===== src/rtl/drrip_pkg.sv =====
`default_nettype none

package drrip_pkg;

   localparam int SETS           = 64;
   localparam int WAYS           = 16;
   localparam int PSEL_BITS      = 10;
   localparam int BIMODAL_PERIOD = 32;

   localparam int SET_BITS     = $clog2(SETS);
   localparam int WAY_BITS     = $clog2(WAYS);
   localparam int WAY_CNT_BITS = $clog2(WAYS + 1);
   localparam int BIM_BITS     = $clog2(BIMODAL_PERIOD);

   localparam logic [1:0] RRPV_TOP  = 2'd3;
   localparam logic [1:0] RRPV_LONG = 2'd2;
   localparam logic [1:0] RRPV_NEAR = 2'd0;

   localparam logic [PSEL_BITS-1:0] PSEL_TOP = {PSEL_BITS{1'b1}};
   localparam logic [PSEL_BITS-1:0] PSEL_MID = PSEL_BITS'(1 << (PSEL_BITS - 1));
   localparam logic [BIM_BITS-1:0]  BIM_LAST = BIM_BITS'(BIMODAL_PERIOD - 1);

   localparam logic [3:0] MONITORS_MAX = 4'd8;

   localparam logic [3:0] MONITOR_SETS_RESET = 4'd4;
   localparam logic [4:0] ACTIVE_WAYS_RESET  = 5'd16;

   localparam int CSR_ADDR_BITS = 3;

   typedef enum logic {
      REG_MONITOR_SETS = 1'b0,
      REG_ACTIVE_WAYS  = 1'b1
   } reg_index_type;

   typedef enum logic {
      KIND_HIT  = 1'b0,
      KIND_MISS = 1'b1
   } kind_type;

   typedef enum logic [1:0] {
      ROLE_FOLLOWER = 2'd0,
      ROLE_SRRIP    = 2'd1,
      ROLE_BRRIP    = 2'd2
   } role_type;

   typedef enum logic {
      ST_IDLE,
      ST_LOOKUP
   } state_type;

   typedef struct packed {
      logic       kind;
      logic [5:0] set_index;
      logic [3:0] hit_way;
   } req_type;

   typedef struct packed {
      logic [3:0] victim_way;
      logic [1:0] inserted_rrpv;
      logic       used_srrip;
      logic [1:0] set_role;
   } rsp_type;

   typedef struct packed {
      logic [3:0] monitor_sets;
      logic [4:0] active_ways;
   } cfg_type;

   typedef logic [WAYS-1:0][1:0] row_type;

endpackage

`default_nettype wire


===== src/rtl/drrip_csr.sv =====
`default_nettype none

module drrip_csr (
   input  wire                                 clock,
   input  wire                                 reset,
   input  wire                                 psel,
   input  wire                                 penable,
   input  wire                                 pwrite,
   input  wire [drrip_pkg::CSR_ADDR_BITS-1:0] paddr,
   input  wire [31:0]                          pwdata,
   output logic [31:0]                         prdata,
   output logic                                pready,
   output drrip_pkg::cfg_type                  cfg
);
   import drrip_pkg::*;

   cfg_type       cfg_ff;
   cfg_type       cfg_in;
   reg_index_type index;
   logic          write_beat;

   assign index      = reg_index_type'(paddr[2]);
   assign pready     = 1'b1;
   assign write_beat = psel && penable && pwrite && pready;
   assign cfg        = cfg_ff;

   always_comb begin
      cfg_in = cfg_ff;
      if (write_beat) begin
         unique case (index)
            REG_MONITOR_SETS: cfg_in.monitor_sets = pwdata[3:0];
            REG_ACTIVE_WAYS:  cfg_in.active_ways  = pwdata[4:0];
            default:          cfg_in = cfg_ff;
         endcase
      end
   end

   always_comb begin
      unique case (index)
         REG_MONITOR_SETS: prdata = {28'd0, cfg_ff.monitor_sets};
         REG_ACTIVE_WAYS:  prdata = {27'd0, cfg_ff.active_ways};
         default:          prdata = 32'd0;
      endcase
   end

   always_ff @(posedge clock) begin
      if (reset) begin
         cfg_ff.monitor_sets <= MONITOR_SETS_RESET;
         cfg_ff.active_ways  <= ACTIVE_WAYS_RESET;
      end else begin
         cfg_ff <= cfg_in;
      end
   end

endmodule

`default_nettype wire


===== src/rtl/drrip_row_store.sv =====
`default_nettype none

module drrip_row_store (
   input  wire                            clock,
   input  wire                            reset,
   input  wire                            rd_en,
   input  wire [drrip_pkg::SET_BITS-1:0]  rd_addr,
   output drrip_pkg::row_type             rd_row,
   input  wire                            wr_en,
   input  wire [drrip_pkg::SET_BITS-1:0]  wr_addr,
   input  drrip_pkg::row_type             wr_row
);
   import drrip_pkg::*;

   row_type           mem [SETS];
   logic [SETS-1:0]   row_valid_ff;
   row_type           rd_data_ff;
   logic              rd_valid_ff;

   always_ff @(posedge clock) begin
      if (wr_en) begin
         mem[wr_addr] <= wr_row;
      end
      if (rd_en) begin
         rd_data_ff <= mem[rd_addr];
      end
   end

   always_ff @(posedge clock) begin
      if (reset) begin
         row_valid_ff <= '0;
         rd_valid_ff  <= 1'b0;
      end else begin
         if (wr_en) begin
            row_valid_ff[wr_addr] <= 1'b1;
         end
         if (rd_en) begin
            rd_valid_ff <= row_valid_ff[rd_addr];
         end
      end
   end

   always_comb begin
      for (int w = 0; w < WAYS; w++) begin
         rd_row[w] = rd_valid_ff ? rd_data_ff[w] : RRPV_TOP;
      end
   end

endmodule

`default_nettype wire


===== src/rtl/drrip_row_update.sv =====
`default_nettype none

module drrip_row_update (
   input  drrip_pkg::row_type                row,
   input  wire                               miss,
   input  wire [3:0]                         hit_way,
   input  wire [drrip_pkg::WAY_CNT_BITS-1:0] ways_eff,
   input  wire [1:0]                         fill,
   output drrip_pkg::row_type                new_row,
   output logic [drrip_pkg::WAY_BITS-1:0]    victim
);
   import drrip_pkg::*;

   logic [WAYS-1:0] active;
   logic            has3;
   logic            has2;
   logic            has1;
   logic [1:0]      age;
   row_type         aged;
   logic [WAY_BITS-1:0] miss_victim;

   always_comb begin
      for (int w = 0; w < WAYS; w++) begin
         active[w] = WAY_CNT_BITS'(w) < ways_eff;
      end
   end

   always_comb begin
      has3 = 1'b0;
      has2 = 1'b0;
      has1 = 1'b0;
      for (int w = 0; w < WAYS; w++) begin
         has3 = has3 | (active[w] && row[w] == 2'd3);
         has2 = has2 | (active[w] && row[w] == 2'd2);
         has1 = has1 | (active[w] && row[w] == 2'd1);
      end
      if (has3) begin
         age = 2'd0;
      end else if (has2) begin
         age = 2'd1;
      end else if (has1) begin
         age = 2'd2;
      end else begin
         age = 2'd3;
      end
   end

   always_comb begin
      for (int w = 0; w < WAYS; w++) begin
         aged[w] = active[w] ? 2'(row[w] + age) : row[w];
      end
      miss_victim = '0;
      for (int w = WAYS - 1; w >= 0; w--) begin
         if (active[w] && aged[w] == RRPV_TOP) begin
            miss_victim = WAY_BITS'(w);
         end
      end
   end

   always_comb begin
      if (miss) begin
         new_row              = aged;
         new_row[miss_victim] = fill;
         victim               = miss_victim;
      end else begin
         new_row = row;
         if ({1'b0, hit_way} < WAY_CNT_BITS'(ways_eff)) begin
            new_row[hit_way[WAY_BITS-1:0]] = RRPV_NEAR;
         end
         victim = hit_way[WAY_BITS-1:0];
      end
   end

endmodule

`default_nettype wire


===== src/rtl/drrip_policy.sv =====
`default_nettype none

module drrip_policy (
   input  wire                  clock,
   input  wire                  reset,
   input  wire [3:0]            monitor_sets,
   input  wire [5:0]            set_index,
   input  wire                  miss_commit,
   output drrip_pkg::role_type  role,
   output logic                 srrip,
   output logic [1:0]           fill
);
   import drrip_pkg::*;

   logic [PSEL_BITS-1:0] psel_ff;
   logic [PSEL_BITS-1:0] psel_in;
   logic [BIM_BITS-1:0]  bim_ff;
   logic [BIM_BITS-1:0]  bim_in;
   logic [BIM_BITS-1:0]  bim_next;
   logic [3:0]           monitors;
   logic [4:0]           twice;

   always_comb begin
      if (monitor_sets == 4'd0) begin
         monitors = 4'd1;
      end else if (monitor_sets > MONITORS_MAX) begin
         monitors = MONITORS_MAX;
      end else begin
         monitors = monitor_sets;
      end
      twice = {monitors, 1'b0};
      if (set_index < {2'b00, monitors}) begin
         role = ROLE_SRRIP;
      end else if (set_index < {1'b0, twice}) begin
         role = ROLE_BRRIP;
      end else begin
         role = ROLE_FOLLOWER;
      end
   end

   always_comb begin
      bim_next = (bim_ff == BIM_LAST) ? '0 : BIM_BITS'(bim_ff + 1'b1);
      unique case (role)
         ROLE_SRRIP:    srrip = 1'b1;
         ROLE_BRRIP:    srrip = 1'b0;
         ROLE_FOLLOWER: srrip = psel_ff >= PSEL_MID;
         default:       srrip = 1'b1;
      endcase
      if (srrip) begin
         fill = RRPV_LONG;
      end else begin
         fill = (bim_next == '0) ? RRPV_LONG : RRPV_TOP;
      end
   end

   always_comb begin
      psel_in = psel_ff;
      bim_in  = bim_ff;
      if (miss_commit) begin
         if (role == ROLE_SRRIP && psel_ff != '0) begin
            psel_in = PSEL_BITS'(psel_ff - 1'b1);
         end else if (role == ROLE_BRRIP && psel_ff != PSEL_TOP) begin
            psel_in = PSEL_BITS'(psel_ff + 1'b1);
         end
         if (!srrip) begin
            bim_in = bim_next;
         end
      end
   end

   always_ff @(posedge clock) begin
      if (reset) begin
         psel_ff <= PSEL_MID;
         bim_ff  <= '0;
      end else begin
         psel_ff <= psel_in;
         bim_ff  <= bim_in;
      end
   end

endmodule

`default_nettype wire


===== src/rtl/drrip_replacement_policy.sv =====
// DRRIP replacement policy with set dueling.
// Request channel (req_valid, req_ready, req_payload): one beat per cache
// access; kind selects a hit on hit_way or a miss that needs a victim.
// Response channel (rsp_valid, rsp_ready, rsp_payload): one beat per request
// with the victim way, the RRPV written, the insertion policy and set role.
// Configuration: APB port, monitor_sets at byte address 0, active_ways at 4;
// write only while no request is outstanding.
// Each set keeps one 2-bit RRPV per way in a single row of the RRPV memory.
// The row is read at the accept edge; in the lookup state it is then updated,
// written back and the response registered once the output register is free.
// The next request is taken only in idle after that, so a request is not
// accepted before the previous one has been written back.
// rsp_valid rises at the write-back edge.
// Reset clears per-row valid bits so every row reads as all RRPV 3, sets the
// selector to its midpoint and the bimodal counter to 0; no clearing pass.
// A new request is accepted while a response still waits in the output
// register; if rsp_ready stays low the second request holds in its lookup
// cycle until the output register frees.
`default_nettype none

module drrip_replacement_policy (
   input  wire                                 clock,
   input  wire                                 reset,
   input  wire                                 req_valid,
   output logic                                req_ready,
   input  drrip_pkg::req_type                  req_payload,
   output logic                                rsp_valid,
   input  wire                                 rsp_ready,
   output drrip_pkg::rsp_type                  rsp_payload,
   input  wire                                 psel,
   input  wire                                 penable,
   input  wire                                 pwrite,
   input  wire [drrip_pkg::CSR_ADDR_BITS-1:0] paddr,
   input  wire [31:0]                          pwdata,
   output logic [31:0]                         prdata,
   output logic                                pready
);
   import drrip_pkg::*;

   state_type state_ff;
   state_type state_in;
   req_type   item_ff;
   logic      rsp_valid_ff;
   logic      rsp_valid_in;
   rsp_type   rsp_ff;
   cfg_type   cfg;
   row_type   rd_row;
   row_type   new_row;
   logic [WAY_BITS-1:0]     victim;
   logic [WAY_CNT_BITS-1:0] ways_eff;
   role_type  role;
   logic      srrip;
   logic [1:0] fill;
   logic      accept;
   logic      commit;
   logic      miss;

   assign accept    = req_valid && req_ready;
   assign miss      = item_ff.kind == KIND_MISS;
   assign rsp_valid = rsp_valid_ff;
   assign rsp_payload = rsp_ff;

   always_comb begin
      if (cfg.active_ways == 5'd0) begin
         ways_eff = WAY_CNT_BITS'(1);
      end else if (cfg.active_ways > 5'(WAYS)) begin
         ways_eff = WAY_CNT_BITS'(WAYS);
      end else begin
         ways_eff = WAY_CNT_BITS'(cfg.active_ways);
      end
   end

   drrip_csr u_csr (
      .clock   (clock),
      .reset   (reset),
      .psel    (psel),
      .penable (penable),
      .pwrite  (pwrite),
      .paddr   (paddr),
      .pwdata  (pwdata),
      .prdata  (prdata),
      .pready  (pready),
      .cfg     (cfg)
   );

   drrip_row_store u_store (
      .clock   (clock),
      .reset   (reset),
      .rd_en   (accept),
      .rd_addr (req_payload.set_index[SET_BITS-1:0]),
      .rd_row  (rd_row),
      .wr_en   (commit),
      .wr_addr (item_ff.set_index[SET_BITS-1:0]),
      .wr_row  (new_row)
   );

   drrip_policy u_policy (
      .clock        (clock),
      .reset        (reset),
      .monitor_sets (cfg.monitor_sets),
      .set_index    (item_ff.set_index),
      .miss_commit  (commit && miss),
      .role         (role),
      .srrip        (srrip),
      .fill         (fill)
   );

   drrip_row_update u_update (
      .row      (rd_row),
      .miss     (miss),
      .hit_way  (item_ff.hit_way),
      .ways_eff (ways_eff),
      .fill     (fill),
      .new_row  (new_row),
      .victim   (victim)
   );

   always_comb begin
      state_in     = state_ff;
      req_ready    = 1'b0;
      commit       = 1'b0;
      rsp_valid_in = rsp_valid_ff && !rsp_ready;
      unique case (state_ff)
         ST_IDLE: begin
            req_ready = 1'b1;
            if (req_valid) begin
               state_in = ST_LOOKUP;
            end
         end
         ST_LOOKUP: begin
            if (!rsp_valid_ff || rsp_ready) begin
               commit       = 1'b1;
               rsp_valid_in = 1'b1;
               state_in     = ST_IDLE;
            end
         end
         default: state_in = ST_IDLE;
      endcase
   end

   always_ff @(posedge clock) begin
      if (reset) begin
         state_ff     <= ST_IDLE;
         rsp_valid_ff <= 1'b0;
      end else begin
         state_ff     <= state_in;
         rsp_valid_ff <= rsp_valid_in;
      end
   end

   always_ff @(posedge clock) begin
      if (accept) begin
         item_ff <= req_payload;
      end
      if (commit) begin
         rsp_ff.set_role <= role;
         if (miss) begin
            rsp_ff.victim_way    <= 4'(victim);
            rsp_ff.inserted_rrpv <= fill;
            rsp_ff.used_srrip    <= srrip;
         end else begin
            rsp_ff.victim_way    <= item_ff.hit_way;
            rsp_ff.inserted_rrpv <= RRPV_NEAR;
            rsp_ff.used_srrip    <= 1'b0;
         end
      end
   end

   a_accept_then_lookup: assert property (@(posedge clock) disable iff (reset)
      accept |=> state_ff == ST_LOOKUP)
      else $error("accepted beat did not enter lookup");

   a_rsp_from_lookup: assert property (@(posedge clock) disable iff (reset)
      $rose(rsp_valid_ff) |-> $past(state_ff == ST_LOOKUP))
      else $error("response raised without a lookup");

   a_srrip_fill: assert property (@(posedge clock) disable iff (reset)
      (rsp_valid_ff && rsp_ff.used_srrip) |-> rsp_ff.inserted_rrpv == RRPV_LONG)
      else $error("SRRIP fill not at long interval");

   a_role_code: assert property (@(posedge clock) disable iff (reset)
      rsp_valid_ff |-> rsp_ff.set_role != 2'd3)
      else $error("bad set role");

endmodule

`default_nettype wire

===== config.mk =====
export PLATFORM = sky130hd
export DESIGN_NAME = drrip_replacement_policy
export DESIGN_NICKNAME = d
export VERILOG_FILES = /design/src/rtl/drrip_pkg.sv /design/src/rtl/drrip_csr.sv /design/src/rtl/drrip_row_store.sv /design/src/rtl/drrip_row_update.sv /design/src/rtl/drrip_policy.sv /design/src/rtl/drrip_replacement_policy.sv
export SDC_FILE = /design/constraint.sdc
export NUM_CORES = 2
export LEC_CHECK = 0
export BUFFER_PORTS_ARGS = -buffer_cell sky130_fd_sc_hd__buf_2
export CAP_MARGIN = 20
export CELL_PAD_IN_SITES_DETAIL_PLACEMENT = 1
export CELL_PAD_IN_SITES_GLOBAL_PLACEMENT = 2
export CORE_ASPECT_RATIO = 0.8
export CORE_UTILIZATION = 50
export DETAILED_ROUTE_END_ITERATION = 7
export HOLD_SLACK_MARGIN = 0.15
export PLACE_DENSITY = 0.8
export SYNTH_ARGS = -nofsm -noshare
export SYNTH_HDL_FRONTEND = slang
export SYNTH_HIERARCHICAL = 1
export SYNTH_SLANG_ARGS = --single-unit

===== constraint.sdc =====
create_clock -name clock -period 11.5 [get_ports clock]
set_input_delay 0 -clock clock [delete_from_list [all_inputs] [get_ports clock]]
set_output_delay 0 -clock clock [all_outputs]
set_load 0.02 [all_outputs]

==> results.ini <==
[placement]
postPlaceCellArea_sq_um=91000
place_hpwl_um=128000
gp_congestion=0.875
io_buffers=39
preCtsSetupSlack_ps=3830

[clock_tree]
clk_latency_ps=850
cts.sink_count=2191
clkSlewWorstSetupHoldPaths_ps=70
postCtsHoldBufs=44
cts-root-to-sink-buffers=3
post_cts_buffers=0
cts_buffers=202
post_cts_resized=0
htree_levels=4
cts_tree=built
ctsRootBufferMaster=clkbuf_16

[run_status]
status=completed

[timing]
hold_viol=0
max_freq_mhz=132
setup_viol=0
fin_ws_ps=3940
rsz0062_at_grt=false
slew_headroom=0.139
slew_viol_final=0
finClkSkew_ps=28.8
tns_ps=0
period_share=0.657
fin_crit_ps=7560
worst_pin_slew_ps=1260

[setup_path]
critical_path.top_delay_family=simple AND/OR/NAND/NOR gates
crit_chain=buf_4 -> nor2b_1 -> buf_4 -> or4_1 -> a32o_1 -> a311oi_1 -> nand3_1 -> nor2_1 -> o31a_1 -> ha_1 -> xnor3_1 -> o22ai_1 -> nor3_1 -> nor4b_2 -> a311oi_1 -> or3_2 -> buf_12
reg2reg_slack_ps=3940
slowest_stage=nor4b_2
cp_max_fo=48
crit_required_ps=12030
slowest_delay_ps=890
crit_buf_inv=3
startpoint_type=flop
crit_cells=17
cp.arrival_ps=8090
critPathKind=reg -> reg
r2r_cells=17
cp-end-kind=flop

[layout]
multi_input_comb_area_sq_um=21900
fillCellCount=14493
nets=4329
drive_gt1_frac=0.291
syn2layout_area_growth_pct=12.9
final_util=0.570
regArea_sq_um=64900
design_area_sq_um=98400

[global_route]
antenna_found_initial=18
use_met3=0.0764
globalRouteMet1Util=0.387
grt.overflow.total=0
grt_pass1_vias=44259
grt_first_pass_wirelength_um=329000
grt_max_degree=132
met2_usage=0.411
grt_use_total=0.269
busiest_layer=met2

[power_and_ir_drop]
combPwrFrac=0.056
swShare=0.215
clkPwrFrac=0.414
power_per_cell_area_nw_per_um2=170
power.total_uw=16700
power.switching_uw=3600
p_int_uw=13100
p_leak_uw=0.0321
power_frac_seq=0.529
ir_drop_uv=173

[synth]
syn_area_sq_um=87200
yosysWarnings=6
synth_edf_count=2100
seq_area_frac_synth=0.744
synth-main-ff-cell=edfxtp_1
synth.distinct_cells=99
synthCells=4023
syn-mean-instance-area_sq_um=21.7
yosys_register_bits=2191
synthArstFlopShare=0

[drt]
wl_um=234000
wl_per_cell_um=34.9
drc=0
vias=43376
dr.pass1.iters=5
drt_iter0_markers=5848
ant_nets=0
viasPerCell=6.48

[die]
io_pins=97
initial_utilization=0.505
die_area_sq_um=176000
core_area_sq_um=173000
fp-row-count=136
die_w_um=469
die_h_um=375

[worst_hold_path]
hold_depth=2
hold_path.class=in -> reg

[job]
maxCapViolations=0

## cells in the mapped netlist (19+ instances only)
cell type / instances / area (sq um)
clkbuf_1: 99 / 372
mux2i_1: 70 / 701
nor2b_1: 22 / 138
dfxtp_1: 91 / 1820
nand2_1: 66 / 248
nor3_1: 19 / 95.1
nand3_1: 50 / 250
inv_1: 25 / 93.8
nor2_1: 236 / 886
nand2b_1: 53 / 332
ha_1: 36 / 450
buf_2: 55 / 275
a21oi_1: 39 / 195
buf_4: 56 / 420
xor2_1: 25 / 219
edfxtp_1: 2100 / 63100
o21ai_0: 30 / 150
mux4_2: 668 / 15000
## power groups by stage
| stage | Clock [uW] | Combinational (uW) | Sequential (uW) |
|---|---|---|---|
| 2_1_floorplan | 0 | 575 | 9040 |
| 3_3_place_gp | 0 | 886 | 9030 |
| 3_5_place_dp | 0 | 914 | 9030 |
| 4_1_cts | 7030 | 927 | 8860 |
| 5_1_grt | 7300 | 998 | 8860 |
| 6_report | 6930 | 945 | 8860 |
## cells by family after synthesis
group | after synthesis | share of synthesized area
flip-flops | 2191 | 0.744
multiplexers | 751 | 0.182
AND/OR/NAND/NOR | 521 | 0.0287
buffers and inverters | 263 | 0.0152
AO/OA/AOI/OAI | 208 | 0.0173
XOR/XNOR | 49 | 0.00675
adder cells (fa/ha/maj) | 37 | 0.00540
other | 3 | 0.000129
## metal layers
metal  routed length, um  up-vias
li1                    -    17283
met1               94500    23501
met2              109000     2231
met3               25800      357
met4                4850        4
met5                  27        -
## final timing paths
kind	endpoint	start
hold reg to reg	u_store/row_valid_ff[43]	u_store/row_valid_ff[43]
setup reg to reg	u_store/mem[54][20]	u_csr/cfg[4]
setup / recovery	u_store/mem[54][20]	u_csr/cfg[4]
hold / removal	item_ff[4]	req_payload[4]
## worst reg2reg max path: cells and delay by family (launching register included)
family / cells / cell delay [ps]
AO/OA/AOI/OAI: 5 / 1840
XOR/XNOR: 1 / 250
adder cells (fa/ha/maj): 1 / 370
buffers and inverters: 3 / 790
flip-flops: 1 / 390
AND/OR/NAND/NOR: 7 / 3550
## sequential cells by signal, summed over array words and instances (netlist names)
| signal | count |
|---|---|
| rsp_payload | 9 |
| state_ff | 1 |
| u_store/row_valid_ff | 64 |
| miss | 1 |
| item_ff | 10 |
| u_store/rd_valid_ff | 1 |
| u_policy/psel_ff | 10 |
| u_store/rd_data_ff | 32 |
| u_policy/bim_ff | 5 |
| u_store/mem | 2048 |
| u_csr/cfg | 9 |
| rsp_valid | 1 |
## through the flow
step | hold slack (ps) | cells
2_1_floorplan | 69.1 | 4049
3_3_place_gp | 180 | 6259
3_5_place_dp | 179 | 6259
4_1_cts | 161 | 6683
5_1_grt | 208 | 6693
6_report | 171 | 6698
## layout make-up
class / count / area share
multi-input combinational: 1595 / 0.222
clock inverter: 133 / 0.0150
tap: 2277 / 0.0289
antenna: 6 / 0.000153
sequential: 2191 / 0.659
clock buffer: 247 / 0.0544
timing repair buffer: 222 / 0.0188
inverter: 27 / 0.00103
## layout by cell type (no fill, tap or decap), types with 9 or more instances in the layout
| master | synthesis | routed |
|---|---|---|
| inv_1 | 25 | 25 |
| nand2b_1 | 53 | 53 |
| xnor3_1 | 11 | 11 |
| clkinv_1 | 1 | 43 |
| dlygate4sd3_1 | 0 | 44 |
| nor2_1 | 236 | 176 |
| xor2_1 | 25 | 25 |
| nand3_1 | 50 | 50 |
| mux2i_1 | 70 | 70 |
| nand2_1 | 66 | 65 |
| nor2_4 | 0 | 60 |
| edfxtp_1 | 2100 | 2100 |
| mux4_2 | 668 | 668 |
| or3_1 | 13 | 10 |
| nor2b_1 | 22 | 21 |
| clkbuf_1 | 99 | 36 |
| a21oi_4 | 0 | 12 |
| nor3_1 | 19 | 15 |
| o22ai_1 | 14 | 13 |
| clkbuf_16 | 0 | 206 |
| o21ai_0 | 30 | 26 |
| conb_1 | 3 | 29 |
| clkinv_2 | 0 | 38 |
| bufinv_16 | 0 | 28 |
| mux2_2 | 9 | 9 |
| buf_4 | 56 | 130 |
| ha_1 | 36 | 36 |
| buf_12 | 0 | 10 |
| dfxtp_1 | 91 | 91 |
| o21a_1 | 13 | 13 |
| xnor2_1 | 12 | 12 |
| buf_2 | 55 | 33 |
| a21oi_1 | 39 | 26 |
Note: power is estimated with default switching activity, not from simulation.
